==> config.mk <==
export PLATFORM = sky130hd
export DESIGN_NAME = switch_edge_command_framer
export DESIGN_NICKNAME = d
export VERILOG_FILES = /design/src/hdl/sef_pkg.sv /design/src/hdl/sef_front.sv /design/src/hdl/sef_queue.sv /design/src/hdl/sef_back.sv /design/src/hdl/switch_edge_command_framer.sv
export SDC_FILE = /design/constraint.sdc
export NUM_CORES = 1
export LEC_CHECK = 0
export ABC_AREA = 1
export BUFFER_PORTS_ARGS = -buffer_cell sky130_fd_sc_hd__buf_2
export CAP_MARGIN = 20
export CELL_PAD_IN_SITES_DETAIL_PLACEMENT = 1
export CELL_PAD_IN_SITES_GLOBAL_PLACEMENT = 2
export CORE_MARGIN = 2
export CORE_UTILIZATION = 34
export CTS_BUF_LIST = sky130_fd_sc_hd__clkbuf_4 sky130_fd_sc_hd__clkbuf_8
export DETAILED_ROUTE_END_ITERATION = 8
export PLACE_DENSITY_LB_ADDON = 0.05
export RECOVER_POWER = 100
export SLEW_MARGIN = 0
export SYNTH_ARGS = -nofsm -noshare
export SYNTH_HDL_FRONTEND = slang
export SYNTH_SLANG_ARGS = --single-unit
export TNS_END_PERCENT = 20
==> constraint.sdc <==
create_clock -name clk -period 2.14 [get_ports clk]
set_input_delay 0.428 -clock clk [delete_from_list [all_inputs] [get_ports clk]]
set_output_delay 0.428 -clock clk [all_outputs]
set_load 0.02 [all_outputs]
==> src/hdl/sef_pkg.sv <==
package sef_pkg;

  localparam int SW_MAX       = 3;
  localparam int NUM_SWITCHES = 3;
  localparam int SW_USED      = (NUM_SWITCHES > SW_MAX) ? SW_MAX : NUM_SWITCHES;

  localparam int Q_DEPTH = 4;
  localparam int Q_AW    = $clog2(Q_DEPTH);
  localparam int Q_CW    = $clog2(Q_DEPTH + 1);

  localparam logic [7:0] CRC_POLY = 8'h31;
  localparam logic [7:0] CRC_TOP  = 8'h80;
  localparam logic [7:0] CRC_INIT = 8'h00;

  // position of a byte inside one packet
  localparam logic [2:0] BYTE_HDR  = 3'd0;
  localparam logic [2:0] BYTE_CMD  = 3'd1;
  localparam logic [2:0] BYTE_ARG  = 3'd2;
  localparam logic [2:0] BYTE_CRC  = 3'd3;
  localparam logic [2:0] BYTE_TAIL = 3'd4;

  localparam int REG_IDX_W = 3;
  localparam logic [REG_IDX_W-1:0] REG_LINK_READY = 3'd0;
  localparam logic [REG_IDX_W-1:0] REG_HEADER     = 3'd1;
  localparam logic [REG_IDX_W-1:0] REG_COMMAND    = 3'd2;
  localparam logic [REG_IDX_W-1:0] REG_TAIL       = 3'd3;
  localparam logic [REG_IDX_W-1:0] REG_ARG_WIFI   = 3'd4;
  localparam logic [REG_IDX_W-1:0] REG_ARG_POWER  = 3'd5;
  localparam logic [REG_IDX_W-1:0] REG_ARG_MODE   = 3'd6;

  typedef logic [SW_MAX-1:0] sw_mask_t;

  typedef struct packed {
    logic wifi_on;
    logic power_on;
    logic mode_on;
  } in_item_t;

  typedef struct packed {
    logic [7:0] tx_byte;
    logic       packet_end;
    logic       run_last;
  } out_item_t;

  typedef struct packed {
    logic       link_ready;
    logic [7:0] header_byte;
    logic [7:0] command_byte;
    logic [7:0] tail_byte;
    logic [7:0] arg_wifi;
    logic [7:0] arg_power;
    logic [7:0] arg_mode;
  } cfg_t;

  // edge queue handshake between the front and the back
  typedef struct packed {
    logic     pop;
  } q_req_t;

  typedef struct packed {
    logic     empty;
    sw_mask_t mask;
  } q_rsp_t;

  function automatic logic [7:0] crc_feed(input logic [7:0] crc, input logic [7:0] data);
    logic [7:0] c;
    c = crc ^ data;
    for (int b = 0; b < 8; b++) begin
      if ((c & CRC_TOP) != 8'h00) begin
        c = {c[6:0], 1'b0} ^ CRC_POLY;
      end else begin
        c = {c[6:0], 1'b0};
      end
    end
    return c;
  endfunction

endpackage

==> src/hdl/sef_front.sv <==
module sef_front (
  input  logic              clk,
  input  logic              rst_n,
  input  logic              link_ready,
  input  logic              push,
  input  sef_pkg::in_item_t item,
  input  logic              q_full,
  output logic              q_push,
  output sef_pkg::sw_mask_t q_mask
);

  sef_pkg::sw_mask_t prev_r, prev_nxt;
  sef_pkg::sw_mask_t level;
  sef_pkg::sw_mask_t rise;
  logic              take;

  assign level = {item.mode_on, item.power_on, item.wifi_on};
  assign take  = push && !q_full && link_ready;

  always_comb begin
    prev_nxt = prev_r;
    rise     = '0;
    for (int i = 0; i < sef_pkg::SW_MAX; i++) begin
      if (i < sef_pkg::SW_USED) begin
        rise[i] = level[i] && !prev_r[i];
        if (take) begin
          prev_nxt[i] = level[i];
        end
      end
    end
  end

  // ticks with no rising switch leave nothing for the back end
  assign q_push = take && (rise != '0);
  assign q_mask = rise;

  always_ff @(posedge clk) begin
    if (!rst_n) begin
      prev_r <= '1;
    end else begin
      prev_r <= prev_nxt;
    end
  end

endmodule

==> src/hdl/sef_queue.sv <==
module sef_queue (
  input  logic              clk,
  input  logic              rst_n,
  input  logic              push,
  input  sef_pkg::sw_mask_t push_mask,
  output logic              full,
  input  sef_pkg::q_req_t   req,
  output sef_pkg::q_rsp_t   rsp
);

  sef_pkg::sw_mask_t             mem_r [sef_pkg::Q_DEPTH];
  logic [sef_pkg::Q_AW-1:0]      wr_ptr_r, wr_ptr_nxt;
  logic [sef_pkg::Q_AW-1:0]      rd_ptr_r, rd_ptr_nxt;
  logic [sef_pkg::Q_CW-1:0]      count_r, count_nxt;
  logic                          do_push, do_pop;

  assign full      = (count_r == sef_pkg::Q_CW'(sef_pkg::Q_DEPTH));
  assign rsp.empty = (count_r == '0);
  assign rsp.mask  = mem_r[rd_ptr_r];

  assign do_push = push && !full;
  assign do_pop  = req.pop && !rsp.empty;

  always_comb begin
    wr_ptr_nxt = wr_ptr_r;
    rd_ptr_nxt = rd_ptr_r;
    count_nxt  = count_r;
    if (do_push) begin
      wr_ptr_nxt = wr_ptr_r + 1'b1;
    end
    if (do_pop) begin
      rd_ptr_nxt = rd_ptr_r + 1'b1;
    end
    case ({do_push, do_pop})
      2'b10:   count_nxt = count_r + 1'b1;
      2'b01:   count_nxt = count_r - 1'b1;
      default: count_nxt = count_r;
    endcase
  end

  always_ff @(posedge clk) begin
    if (!rst_n) begin
      wr_ptr_r <= '0;
      rd_ptr_r <= '0;
      count_r  <= '0;
    end else begin
      wr_ptr_r <= wr_ptr_nxt;
      rd_ptr_r <= rd_ptr_nxt;
      count_r  <= count_nxt;
    end
  end

  always_ff @(posedge clk) begin
    if (do_push) begin
      mem_r[wr_ptr_r] <= push_mask;
    end
  end

endmodule

==> src/hdl/sef_back.sv <==
module sef_back (
  input  logic               clk,
  input  logic               rst_n,
  input  sef_pkg::cfg_t      cfg,
  input  sef_pkg::q_rsp_t    q_rsp,
  output sef_pkg::q_req_t    q_req,
  input  logic               out_pop,
  output logic               out_empty,
  output sef_pkg::out_item_t out_item
);

  sef_pkg::sw_mask_t  mask_r, mask_nxt;
  logic [2:0]         idx_r, idx_nxt;
  logic [7:0]         crc_r, crc_nxt;
  logic               out_valid_r, out_valid_nxt;
  sef_pkg::out_item_t out_r, out_nxt;
  sef_pkg::sw_mask_t  sel;
  sef_pkg::sw_mask_t  rest;
  logic [7:0]         arg;
  logic               busy, emit;
  sef_pkg::out_item_t beat;

  assign busy = (mask_r != '0);
  assign emit = busy && (!out_valid_r || out_pop);
  assign sel  = mask_r & (~mask_r + 1'b1);
  assign rest = mask_r & ~sel;

  always_comb begin
    case (sel)
      3'b001:  arg = cfg.arg_wifi;
      3'b010:  arg = cfg.arg_power;
      default: arg = cfg.arg_mode;
    endcase
  end

  always_comb begin
    beat     = '0;
    crc_nxt  = crc_r;
    idx_nxt  = idx_r;
    mask_nxt = mask_r;
    case (idx_r)
      sef_pkg::BYTE_HDR: begin
        beat.tx_byte = cfg.header_byte;
        crc_nxt      = sef_pkg::crc_feed(sef_pkg::CRC_INIT, cfg.header_byte);
        idx_nxt      = sef_pkg::BYTE_CMD;
      end
      sef_pkg::BYTE_CMD: begin
        beat.tx_byte = cfg.command_byte;
        crc_nxt      = sef_pkg::crc_feed(crc_r, cfg.command_byte);
        idx_nxt      = sef_pkg::BYTE_ARG;
      end
      sef_pkg::BYTE_ARG: begin
        beat.tx_byte = arg;
        crc_nxt      = sef_pkg::crc_feed(crc_r, arg);
        idx_nxt      = sef_pkg::BYTE_CRC;
      end
      sef_pkg::BYTE_CRC: begin
        // tail byte closes the checksum before it is sent
        beat.tx_byte = sef_pkg::crc_feed(crc_r, cfg.tail_byte);
        idx_nxt      = sef_pkg::BYTE_TAIL;
      end
      default: begin
        beat.tx_byte    = cfg.tail_byte;
        beat.packet_end = 1'b1;
        beat.run_last   = (rest == '0);
        idx_nxt         = sef_pkg::BYTE_HDR;
        mask_nxt        = rest;
      end
    endcase
    if (!emit) begin
      crc_nxt  = crc_r;
      idx_nxt  = idx_r;
      mask_nxt = mask_r;
    end
    q_req.pop = !busy && !q_rsp.empty;
    if (q_req.pop) begin
      mask_nxt = q_rsp.mask;
      idx_nxt  = sef_pkg::BYTE_HDR;
    end
  end

  always_comb begin
    out_valid_nxt = out_valid_r;
    out_nxt       = out_r;
    if (emit) begin
      out_valid_nxt = 1'b1;
      out_nxt       = beat;
    end else if (out_pop) begin
      out_valid_nxt = 1'b0;
    end
  end

  assign out_empty = !out_valid_r;
  assign out_item  = out_r;

  always_ff @(posedge clk) begin
    if (!rst_n) begin
      mask_r      <= '0;
      idx_r       <= sef_pkg::BYTE_HDR;
      out_valid_r <= 1'b0;
    end else begin
      mask_r      <= mask_nxt;
      idx_r       <= idx_nxt;
      out_valid_r <= out_valid_nxt;
    end
  end

  always_ff @(posedge clk) begin
    crc_r <= crc_nxt;
    out_r <= out_nxt;
  end

endmodule

==> src/hdl/switch_edge_command_framer.sv <==
// Turns switch level ticks into five-byte command packets (header, command, argument,
// CRC-8 with polynomial 0x31 over header, command, argument and tail, then tail), one
// packet per switch that rises from inactive to active, scanned wifi, power, mode.
// A tick is taken every cycle while the four-entry edge queue between the front end
// and the packet sequencer has room; ticks are ignored while link_ready is zero.
// The sequencer sends one byte per cycle while the output is empty or being popped,
// so a tick with k rising switches yields 5*k beats. Switches that are already active
// after reset send nothing until they have been seen inactive.
module switch_edge_command_framer (
  input  logic                             clk,
  input  logic                             rst_n,
  input  logic                             in_push,
  output logic                             in_full,
  input  sef_pkg::in_item_t                in_item,
  output logic                             out_empty,
  input  logic                             out_pop,
  output sef_pkg::out_item_t               out_item,
  input  logic                             cfg_we,
  input  logic [sef_pkg::REG_IDX_W-1:0]    cfg_idx,
  input  logic [7:0]                       cfg_data
);

  sef_pkg::cfg_t     cfg_r, cfg_nxt;
  logic              q_push, q_full;
  sef_pkg::sw_mask_t q_mask;
  sef_pkg::q_req_t   q_req;
  sef_pkg::q_rsp_t   q_rsp;

  always_comb begin
    cfg_nxt = cfg_r;
    if (cfg_we) begin
      case (cfg_idx)
        sef_pkg::REG_LINK_READY: cfg_nxt.link_ready   = cfg_data[0];
        sef_pkg::REG_HEADER:     cfg_nxt.header_byte  = cfg_data;
        sef_pkg::REG_COMMAND:    cfg_nxt.command_byte = cfg_data;
        sef_pkg::REG_TAIL:       cfg_nxt.tail_byte    = cfg_data;
        sef_pkg::REG_ARG_WIFI:   cfg_nxt.arg_wifi     = cfg_data;
        sef_pkg::REG_ARG_POWER:  cfg_nxt.arg_power    = cfg_data;
        sef_pkg::REG_ARG_MODE:   cfg_nxt.arg_mode     = cfg_data;
        default:                 cfg_nxt = cfg_r;
      endcase
    end
  end

  always_ff @(posedge clk) begin
    if (!rst_n) begin
      cfg_r <= '0;
    end else begin
      cfg_r <= cfg_nxt;
    end
  end

  assign in_full = q_full;

  sef_front u_front (
    .clk        (clk),
    .rst_n      (rst_n),
    .link_ready (cfg_r.link_ready),
    .push       (in_push),
    .item       (in_item),
    .q_full     (q_full),
    .q_push     (q_push),
    .q_mask     (q_mask)
  );

  sef_queue u_queue (
    .clk       (clk),
    .rst_n     (rst_n),
    .push      (q_push),
    .push_mask (q_mask),
    .full      (q_full),
    .req       (q_req),
    .rsp       (q_rsp)
  );

  sef_back u_back (
    .clk       (clk),
    .rst_n     (rst_n),
    .cfg       (cfg_r),
    .q_rsp     (q_rsp),
    .q_req     (q_req),
    .out_pop   (out_pop),
    .out_empty (out_empty),
    .out_item  (out_item)
  );

endmodule
==> impl_metrics.yaml <==
status:
  run_status: "completed"
worst_setup_path:
  timing.rr.start: "u_back.mask_r[0]"
  critPathCaptureType: "flip-flop"
  crit_path_cell_trace: "buf_4, nor2_4, nand2_1, nand3_1, nor2_1, nor2_2, nand3_2, nand2_2, nand2_1, nand3_1, o211ai_1"
  timing.critical_path.arrival_ns: 2.06
  reg2reg_to: "u_back.crc_r[4]"
  cpPeakStageDelay_ns: 0.38
  cp.required_ns: 2.26
  cpMaxStageDelayCell: "sky130_fd_sc_hd__dfxtp_4"
  reg2reg_slack_ns: 0.20
  worst_r2r_path_depth: 11
  critPathKind: "reg -> reg"
  critPathMaxFanout: 7
  timing.critical_path.from_type: "flip-flop"
drt:
  drt_iter0_markers: 158
  vias: 4530
  drt_drc_violations_left: 0
  avgViaCountPerCell: 4.945
  detail_route.wl_per_cell_um: 16.32
  drtAntennaViolNets: 0
  drt_wl_total_mm: 14.95
  drt_first_pass_iters: 4
flow_run:
  maxCapViolations: 0
logic_synthesis:
  seq_area_frac_synth_pct: 43.55
  synth_top_family_by_area: "simple AND/OR/NAND/NOR gates"
  synth-adder-area-share_pct: 1.590
  ys_warn_count: 0
  synth_area_per_cell_um2: 7.696
  mappedNetlistNets: 700
  synth-edff-count: 30
  synth_ff_type: "sky130_fd_sc_hd__dfxtp_1"
  synthArstFlopShare_pct: 0
  synth_cells: 675
  synth_top_cell_by_area: "sky130_fd_sc_hd__dfxtp_1"
  synth_area_um2: 5195
  yosys.area_share.simple_pct: 20.86
  synth.top_cell.area_share_pct: 26.20
  post_synthesis_register_bit_count: 98
  ys_top_cells_by_area: "sky130_fd_sc_hd__dfxtp_1, sky130_fd_sc_hd__edfxtp_1, sky130_fd_sc_hd__nand2_1, sky130_fd_sc_hd__o21ai_0, sky130_fd_sc_hd__inv_1"
  multiplexer_fraction_of_the_synthesized_cell_area_pct: 0
  yosys.area_share.xor_xnor_pct: 8.863
  synth_compound_gate_area_share_pct: 16.50
  synthDistinctLibCells: 45
grt:
  grt_use_met3_pct: 2.136
  largest_net_degree_at_the_start_of_global_routing: 32
  grt.total_usage_pct: 19.30
  grt_antenna_before_repair: 0
  grt_pass1_vias: 4635
  top_usage_layer: "met2"
  grt_util_met1_pct: 25.96
  global_route.overflow_total: 0
  grt_util_met2_pct: 32.78
  first_pass_grt_wire_length_mm: 24.38
floorplanning:
  die_x_um: 127.6
  core_area_um2: 15090
  dieHeight_um: 127.6
  rows: 45
  initial_core_util_pct: 34.43
  pin_count: 31
  die_area_um2: 16280
clock_tree:
  cts_tree: "done"
  cts.reportedPaths.clkPinSlew_ns: 0.11
  cts-root-buf: "sky130_fd_sc_hd__clkbuf_8"
  max-clock-path-buffers: 2
  numCtsBuffers: 9
  clk-insertion-delay-late_ns: 0.38
  h_tree_lvl_count: 3
  numClockSinks: 98
final_layout:
  finalNetCount: 748
  design_area_um2: 5888
  drive_above_1_share_pct: 12.91
  num_antenna_cells: 0
  areaGrowthSynthToFinish_pct: 13.34
  postLayoutCoreUtil_pct: 39.02
min_path:
  worstHoldPathType: "in -> reg"
  hold_path_depth: 3
  worstHoldStart: "in_item[2]"
  whs_endpoint: "u_front.prev_r[0]"
timing:
  clock_skew_ns: 0.01532
  setup-tns-final_ns: 0
  final_hold_violation_count: 0
  final_period_minus_worst_setup_slack_ns: 1.936
  final_min_period_over_clock_period_pct: 90.48
  tightest_slew_ns: 1.256
  fmax_mhz: 516.4
  timing.final.setup_violations: 0
  grt_setup_unrepaired: "true"
  relSlewSlack_pct: 16.30
  timing_max_transition_violations_final: 0
pwr:
  p_comb_share_pct: 57.2
  p_int_w: 0.004660
  worst_ir_drop_vdd_v: 0.0003589
  p_sw_w: 0.004353
  power.static_leakage_nw: 2.426
  powerDensity_nw_per_um2: 1531
  share_clk_of_total_power_pct: 12.9
  share_seq_of_total_power_pct: 29.8
  power.switching_fraction_pct: 48.29
placement:
  globalplace.congestion: 0.7960
  placed_cell_area_um2: 5697
  place.detailed.hpwl_mm: 11.89
  io_buffers: 30
[logic make-up (layout without fill, tap and decap cells)]
kind of cell               after synthesis  in the layout
DFF                                     98             98
xor gates and xnor gates                50             50
buffers and inverters                  117            170
adders and majority gates                6              6
and+or+nand+nor                        250            250
AOI/OAI and AO/OA                      154            154
[timing repair]
| action | in CTS | in global routing |
|---|---|---|
| setup endpoints to repair | 1 | 9 |
| buffers inserted | 0 | 1 |
| pin swaps | 0 | 1 |
| hold buffers | 0 | 0 |
| resized for setup | 2 | 10 |
[final cells by class]
cell class	count	area, µm²
timing repair buffer	56	310.3
clock buffer	10	131.4
inverter	98	367.9
fill	1900	9201
clock inverter	6	47.55
multi-input combinational	460	2529
tap	188	235.2
sequential	98	2267
[sequential cells by signal, summed over array words and instances (netlist names), named ones only]
name and flops:
u_queue.rd_ptr_r 2, u_back.mask_r 3, cfg_r 49, u_back.out_valid_r 1
u_back.idx_r 3, u_back.out_item 10, u_queue.count_r 3, u_front.prev_r 3
u_queue.wr_ptr_r 2, u_back.crc_r 8, u_queue.mem_r 12
[cell usage in the layout (no fill, tap or decap), types with 4 or more instances in the layout]
cell type	Yosys	final
sky130_fd_sc_hd__inv_6	0	4
sky130_fd_sc_hd__nand4_1	4	4
sky130_fd_sc_hd__o21ai_0	69	67
sky130_fd_sc_hd__ha_1	5	5
sky130_fd_sc_hd__inv_1	91	91
sky130_fd_sc_hd__o22ai_1	6	6
sky130_fd_sc_hd__buf_2	1	19
sky130_fd_sc_hd__clkbuf_1	15	16
sky130_fd_sc_hd__or2_2	6	6
sky130_fd_sc_hd__clkbuf_8	0	9
sky130_fd_sc_hd__xnor2_1	29	27
sky130_fd_sc_hd__nor2_1	73	72
sky130_fd_sc_hd__buf_4	2	20
sky130_fd_sc_hd__a21oi_1	55	55
sky130_fd_sc_hd__nand3_2	6	7
sky130_fd_sc_hd__nand2_1	115	115
sky130_fd_sc_hd__a211oi_1	4	4
sky130_fd_sc_hd__dfxtp_1	68	66
sky130_fd_sc_hd__inv_2	5	5
sky130_fd_sc_hd__edfxtp_1	30	30
sky130_fd_sc_hd__nand3_1	34	33
sky130_fd_sc_hd__xor2_1	18	18
[synthesized netlist by cell type (3+ instances only)]
library cell	number
sky130_fd_sc_hd__ha_1	5
sky130_fd_sc_hd__o32ai_1	3
sky130_fd_sc_hd__clkbuf_1	15
sky130_fd_sc_hd__xor2_1	18
sky130_fd_sc_hd__a21oi_1	55
sky130_fd_sc_hd__nor2_1	73
sky130_fd_sc_hd__inv_1	91
sky130_fd_sc_hd__xnor2_1	29
sky130_fd_sc_hd__a211oi_1	4
sky130_fd_sc_hd__nand4_1	4
sky130_fd_sc_hd__nand3_1	34
sky130_fd_sc_hd__nand3_2	6
sky130_fd_sc_hd__o22ai_1	6
sky130_fd_sc_hd__a221oi_1	3
sky130_fd_sc_hd__nand2_1	115
sky130_fd_sc_hd__o21ai_0	69
sky130_fd_sc_hd__dfxtp_1	68
sky130_fd_sc_hd__or2_2	6
sky130_fd_sc_hd__edfxtp_1	30
sky130_fd_sc_hd__inv_2	5
[power by group through the flow]
| stage | Clock [W] | Combinational (W) | Sequential, W |
|---|---|---|---|
| 6_report | 0.00117 | 0.00516 | 0.00269 |
| 3_3_place_gp | 0 | 0.00503 | 0.00272 |
| 2_1_floorplan | 0 | 0.00365 | 0.00270 |
| 4_1_cts | 0.00121 | 0.00518 | 0.00269 |
| 5_1_grt | 0.00128 | 0.00586 | 0.00273 |
| 3_5_place_dp | 0 | 0.00515 | 0.00272 |
[worst max-delay path, delay by kind of cell, from the launching register on]
family | cells | cell delay (ns)
buffers and inverters | 1 | 0.16
AO/OA/AOI/OAI | 1 | 0.09
AND/OR/NAND/NOR | 9 | 1.05
flip-flops | 1 | 0.38
[how the worst max path moves through the flow]
stage | startpoint | end | cells after the start
2_1_floorplan | in_item[1] | u_queue.count_r[2] | 10
3_3_place_gp | u_back.mask_r[0] | u_queue.count_r[2] | 12
3_5_place_dp | u_back.mask_r[0] | u_queue.count_r[2] | 12
4_1_cts | u_back.mask_r[1] | u_queue.count_r[2] | 12
5_1_grt | u_back.mask_r[0] | u_back.crc_r[5] | 13
6_report | u_back.mask_r[0] | u_back.crc_r[4] | 11
[per-stage QoR]
stage,setup WS (ns),instances,power [W],hold WS [ns]
global placement,-0.06045,899,0.007747,0.4393
global route,-0.003373,916,0.009867,0.3055
CTS,0.002065,915,0.009080,0.2939
finish,0.2036,916,0.009014,0.3063
floorplan,-0.03994,675,0.006351,0.4292
detailed placement,-0.07171,899,0.007875,0.4486
[per-layer routing]
metal / up-vias / routed length (µm)
li1: 2298 / -
met1: 2169 / 7182
met2: 50 / 7242
met3: 13 / 323
met4: 0 / 204
met5: - / 0
Note: power is estimated with default switching activity, not from simulation.
